## src/rtl/core/cia_pkg.sv

```systemverilog
// Shared types and codes of the complex integer ALU.
package cia_pkg;

    localparam int FIELD_W       = 32;
    localparam int STATUS_W      = 2;
    localparam int CMD_W         = 3;
    localparam int CELL_BITS_DEF = 32;

    typedef enum logic [CMD_W-1:0] {
        CMD_ADD = 3'd0,
        CMD_SUB = 3'd1,
        CMD_MUL = 3'd2,
        CMD_DIV = 3'd3,
        CMD_MAG = 3'd4
    } cmd_e;

    localparam logic [STATUS_W-1:0] ST_OK   = 2'd0;
    localparam logic [STATUS_W-1:0] ST_DIVZ = 2'd1;
    localparam logic [STATUS_W-1:0] ST_SAT  = 2'd2;

    // Control that travels alongside each request through the front end and the cells
    typedef struct packed {
        logic valid;
        cmd_e op;
        logic dz;
        logic ovf_re;
        logic ovf_im;
        logic neg_re;
        logic neg_im;
    } ctl_t;

endpackage

```

## src/rtl/core/cia_cell.sv

```systemverilog
// One cell of the chain: a restoring divide step for each part and a square-root step.
module cia_cell #(
    parameter int W = cia_pkg::CELL_BITS_DEF
) (
    input  logic              clk,
    input  logic              rst_n,
    input  logic              en,
    input  cia_pkg::ctl_t     prev_ctl,
    input  logic [2*W-1:0]    prev_d,
    input  logic [2*W:0]      prev_rem_re,
    input  logic [2*W:0]      prev_rem_im,
    input  logic [W:0]        prev_nq_re,
    input  logic [W:0]        prev_nq_im,
    input  logic [2*W+1:0]    prev_s_lo,
    input  logic [W+1:0]      prev_s_rem,
    input  logic [W:0]        prev_root,
    input  logic [W-1:0]      prev_direct_re,
    input  logic [W-1:0]      prev_direct_im,
    output cia_pkg::ctl_t     ctl,
    output logic [2*W-1:0]    d,
    output logic [2*W:0]      rem_re,
    output logic [2*W:0]      rem_im,
    output logic [W:0]        nq_re,
    output logic [W:0]        nq_im,
    output logic [2*W+1:0]    s_lo,
    output logic [W+1:0]      s_rem,
    output logic [W:0]        root,
    output logic [W-1:0]      direct_re,
    output logic [W-1:0]      direct_im
);
    import cia_pkg::*;

    localparam int DW  = 2 * W;
    localparam int RW  = 2 * W + 1;
    localparam int SW  = 2 * W + 2;
    localparam int SRW = W + 2;

    ctl_t           ctl_reg;
    logic [DW-1:0]  d_reg;
    logic [RW-1:0]  rem_re_reg, rem_im_reg, rem_re_next, rem_im_next;
    logic [W:0]     nq_re_reg, nq_im_reg;
    logic [SW-1:0]  s_lo_reg;
    logic [SRW-1:0] s_rem_reg, s_rem_next;
    logic [W:0]     root_reg;
    logic [W-1:0]   dre_reg, dim_reg;

    logic [RW-1:0]  sh_re, sh_im;
    logic           ge_re, ge_im, ge_s;
    logic [W+3:0]   s_sh, s_trial;

    always_comb
    begin
        // bring down the next numerator bit and try the divisor
        sh_re       = {prev_rem_re[RW-2:0], prev_nq_re[W]};
        sh_im       = {prev_rem_im[RW-2:0], prev_nq_im[W]};
        ge_re       = sh_re >= RW'(prev_d);
        ge_im       = sh_im >= RW'(prev_d);
        rem_re_next = ge_re ? sh_re - RW'(prev_d) : sh_re;
        rem_im_next = ge_im ? sh_im - RW'(prev_d) : sh_im;

        // one root digit: try 4*root+1 against the remainder with the next pair
        s_sh        = {prev_s_rem, prev_s_lo[SW-1:SW-2]};
        s_trial     = (W+4)'({prev_root, 2'b01});
        ge_s        = s_sh >= s_trial;
        s_rem_next  = ge_s ? SRW'(s_sh - s_trial) : SRW'(s_sh);
    end

    always_ff @(posedge clk or negedge rst_n)
    begin
        if (!rst_n)
        begin
            ctl_reg <= '0;
        end
        else if (en)
        begin
            ctl_reg <= prev_ctl;
        end
    end

    always_ff @(posedge clk)
    begin
        if (en)
        begin
            d_reg          <= prev_d;
            rem_re_reg     <= rem_re_next;
            rem_im_reg     <= rem_im_next;
            nq_re_reg      <= {prev_nq_re[W-1:0], ge_re};
            nq_im_reg      <= {prev_nq_im[W-1:0], ge_im};
            s_lo_reg       <= {prev_s_lo[SW-3:0], 2'b00};
            s_rem_reg      <= s_rem_next;
            root_reg       <= {prev_root[W-1:0], ge_s};
            dre_reg        <= prev_direct_re;
            dim_reg        <= prev_direct_im;
        end
    end

    assign ctl       = ctl_reg;
    assign d         = d_reg;
    assign rem_re    = rem_re_reg;
    assign rem_im    = rem_im_reg;
    assign nq_re     = nq_re_reg;
    assign nq_im     = nq_im_reg;
    assign s_lo      = s_lo_reg;
    assign s_rem     = s_rem_reg;
    assign root      = root_reg;
    assign direct_re = dre_reg;
    assign direct_im = dim_reg;

endmodule

```

## config.mk

```make
export PLATFORM = sky130hd
export DESIGN_NAME = cia_cell
export DESIGN_NICKNAME = d
export VERILOG_FILES = /design/src/rtl/core/cia_pkg.sv /design/src/rtl/core/cia_cell.sv
export SDC_FILE = /design/constraint.sdc
export NUM_CORES = 1
export LEC_CHECK = 0
export BUFFER_PORTS_ARGS = -buffer_cell sky130_fd_sc_hd__buf_2
export CELL_PAD_IN_SITES_DETAIL_PLACEMENT = 1
export CELL_PAD_IN_SITES_GLOBAL_PLACEMENT = 1
export CORE_AREA = 2 2 360 362
export DETAILED_ROUTE_END_ITERATION = 12
export DIE_AREA = 0 0 362 364
export PLACE_DENSITY = 0.45
export SLEW_MARGIN = 10
export SYNTH_ARGS = -nofsm -noshare
export SYNTH_HDL_FRONTEND = slang
export SYNTH_SLANG_ARGS = --single-unit
```

## constraint.sdc

```tcl
create_clock -name clk -period 0.99 [get_ports clk]
set_input_delay 0.099 -clock clk [delete_from_list [all_inputs] [get_ports clk]]
set_output_delay 0.099 -clock clk [all_outputs]
set_load 0.01 [all_outputs]
```

==> out/qor.txt <==
dpl ws -> -3.07 ns
register area -> 13900 sq um
Startpoint Class -> primary input
Die Ht -> 364 um
first-pass GRT wire length -> 198 mm
Critical Path Sink Type -> register
leakage power -> 21.0 nW
f_max -> 371 MHz
CTS max path bufs -> 3
Slew Limit Fails -> 0
Mean Syn Cell Area -> 11.2 sq um
H-tree depth -> 2
Worst-path clk slew -> 0.06 ns
gr usage total -> 20.7%
relative slew slack -> 59.2%
Min-Delay Path Class -> primary input to register
Filler cells -> 14600
PortBufs -> 930
Reg2Reg Depth -> 1
final WL -> 145 mm
switching share of power -> 31.9%
core area -> 128000 sq um
total power -> 69.8 mW
crit path to -> rem_im[49]$_DFFE_PP_
Final Non-Filler Cells -> 6184
# Max-Cap Violations -> 0
NetSw -> 22.3 mW
critical-path maximum fanout -> 7
vias per cell -> 4.33
CP Class -> primary input to register
Skew-Pair Late Insertion Delay -> 0.65 ns
setup TNS -> -389.44 ns
Multi-input gate area -> 12300 sq um
Die ar. -> 132000 sq um
ys flop type -> edfxtp_1
total CTS buffers -> 58
CP startpoint -> prev_d[1]
vias in the first global route -> 28300
most frequent cells in the layout -> buf_2, buf_4, dlygate4sd3_1, edfxtp_1, nand2_1
setup ws final -> -1.70 ns
# rows -> 132
Initial Utilization -> 19.7%
RSZ-0062 raised after global routing -> yes
# IOs -> 935
pin count of the biggest net entering global routing -> 40
Die W -> 362 um
Tightest Pin Transition -> 0.607 ns
Critical Path RT -> 1.39 ns
Avg WL per Cell -> 23.4 um
clock power share -> 31.1%
Post-Place Cells -> 5527
part of the power in registers -> 35.7%
Finished Core Util -> 36.8%
GPL Wtd Cong -> 0.873
Layout Nets -> 5078
Final Cycle Share -> 272%
Reg-to-Reg End -> ctl[8]$_DFFE_PN0P_
DP Area -> 38200 sq um
status -> complete, but fails checks
grt total ovfl -> 0
drt initial violations -> 1027
hpwl dp -> 116 mm
final worst path period need -> 2.69 ns
Reg2Reg Setup Slack -> 0.20 ns
Async SR Flop Fraction -> 1.94%
final instance area -> 47200 sq um
post-synthesis sequential area ratio -> 55.0%
endpoints failing setup -> 632
clk root buf -> clkbuf_16
P_int -> 47.5 mW
r2r startpoint -> ctl[8]$_DFFE_PN0P_
CTS tree -> yes
commonest non-fill, non-tap cell in the layout -> buf_2
Via Count -> 26800
First-pass DRT Iterations -> 5
YS warnings -> 0
Power per Cell Area -> 1480 nW/um^2
Routed Antenna Nets -> 0
CTS Sinks -> 464
EDFF count, synth -> 455
Post-Synthesis Cells -> 2261
share of layout cells above drive strength 1 -> 49.5%
hold slack -> -0.257 ns
clock skew -> 0 ns
peak supply drop -> 1.20 mV
initial antenna violation count -> 62
failing checks -> negative hold slack, negative setup slack
Distinct cells, synth -> 79
CP Data Arrival Time -> 3.10 ns
# DRC -> 0
Hold Vio Cnt, Final -> 3
Combinational Power Share -> 33.2%
mapped cell area -> 25200 sq um
Area Overhead vs Synth -> 87.1%
flops & latches, synth -> 464
[synthesized netlist by cell type, drive strengths merged, types with 13 or more instances]
cell type    n  area share (%)
xnor2       76             2.6
a21o       109             3.3
a31oi       17            0.42
and3        13            0.32
inv        138             2.1
ha         163             8.1
a211oi      17            0.59
o21ai      194             3.9
nand3       30            0.61
nor3        22            0.44
a21oi      222             4.5
nor2b       16            0.43
buf         37            0.85
o21bai      28            0.83
edfxtp     455              54
mux2        19            0.85
xor2        74             2.6
nand2      227             3.4
nand4       55             1.4
clkbuf      63            0.94
nor2       133             2.0
o21a        20            0.59
[logic make-up (layout without fill, tap and decap cells)]
logic type	after synthesis	count (layout)	synth area share [%]
AOI/OAI and AO/OA	683	683	17.1
and+or+nand+nor	540	540	9.70
DFF	464	464	55.0
buffers and inverters	238	2469	3.86
adders and majority gates	165	165	8.24
xor gates and xnor gates	150	150	5.21
muxes	20	20	0.887
other	1	18	0.0149
[per-layer routing]
metal	track usage, %	up-vias	wire length [um]
li1	-	12800	-
met1	22.7	13000	54700
met2	38.6	743	75200
met3	5.50	240	9120
met4	6.55	46	5680
met5	0	-	285
[worst max-delay path, cell delays in order]
cell	delay, ns
buf_12	0.11
inv_8	0.05
ha_4	0.20
nor2b_4	0.13
o31ai_4	0.20
nor2b_4	0.21
o21ai_2	0.07
a21o_2	0.22
a22o_4	0.27
a211oi_4	0.24
buf_12	0.15
o41ai_4	0.07
a41oi_2	0.26
o41a_4	0.29
inv_12	0.08
buf_6	0.13
clkbuf_16	0.15
nor2_2	0.10
a21oi_2	0.04
[power groups by stage]
stage / combinational (mW) / clock, mW / sequential, mW
floorplan: 7.24 / 0 / 26.4
global placement: 19.6 / 0 / 25.3
detailed placement: 19.6 / 0 / 25.3
CTS: 21.8 / 22.5 / 25.0
global route: 24.9 / 23.1 / 25.1
finish: 23.2 / 21.7 / 24.9
[cell type report]
class	instances	share of cell area [%]
multi-input combinational	1560	26.1
timing repair buffer	2221	34.6
clock buffer	70	3.17
timing repair inverter	1	0.0238
sequential	464	29.4
antenna	16	0.0848
inverter	138	1.33
tap	1675	4.44
clock inverter	39	0.805
[timing repair]
item	CTS	global route
buffers inserted	12	44
endpoints found under the hold margin	477	7
endpoints found under the setup margin	631	631
pin swaps	39	87
gates resized for setup	146	278
cloned	2	15
hold buffers	459	4
[worst min path at each step]
stage                                     to  slack (ns)      start  depth (start not counted)
after floorplan           ctl[0]$_DFFE_PN0P_       -0.20      rst_n                          0
after global routing          d[0]$_DFFE_PP_       -0.31  prev_d[0]                          1
after global placement    ctl[3]$_DFFE_PN0P_       -0.03      rst_n                          1
final                         d[0]$_DFFE_PP_       -0.26  prev_d[0]                          1
after detailed placement  ctl[8]$_DFFE_PN0P_       -0.03      rst_n                          1
after CTS                     d[0]$_DFFE_PP_       -0.33  prev_d[0]                          1
No activity file was read; power rests on OpenSTA's default activity.
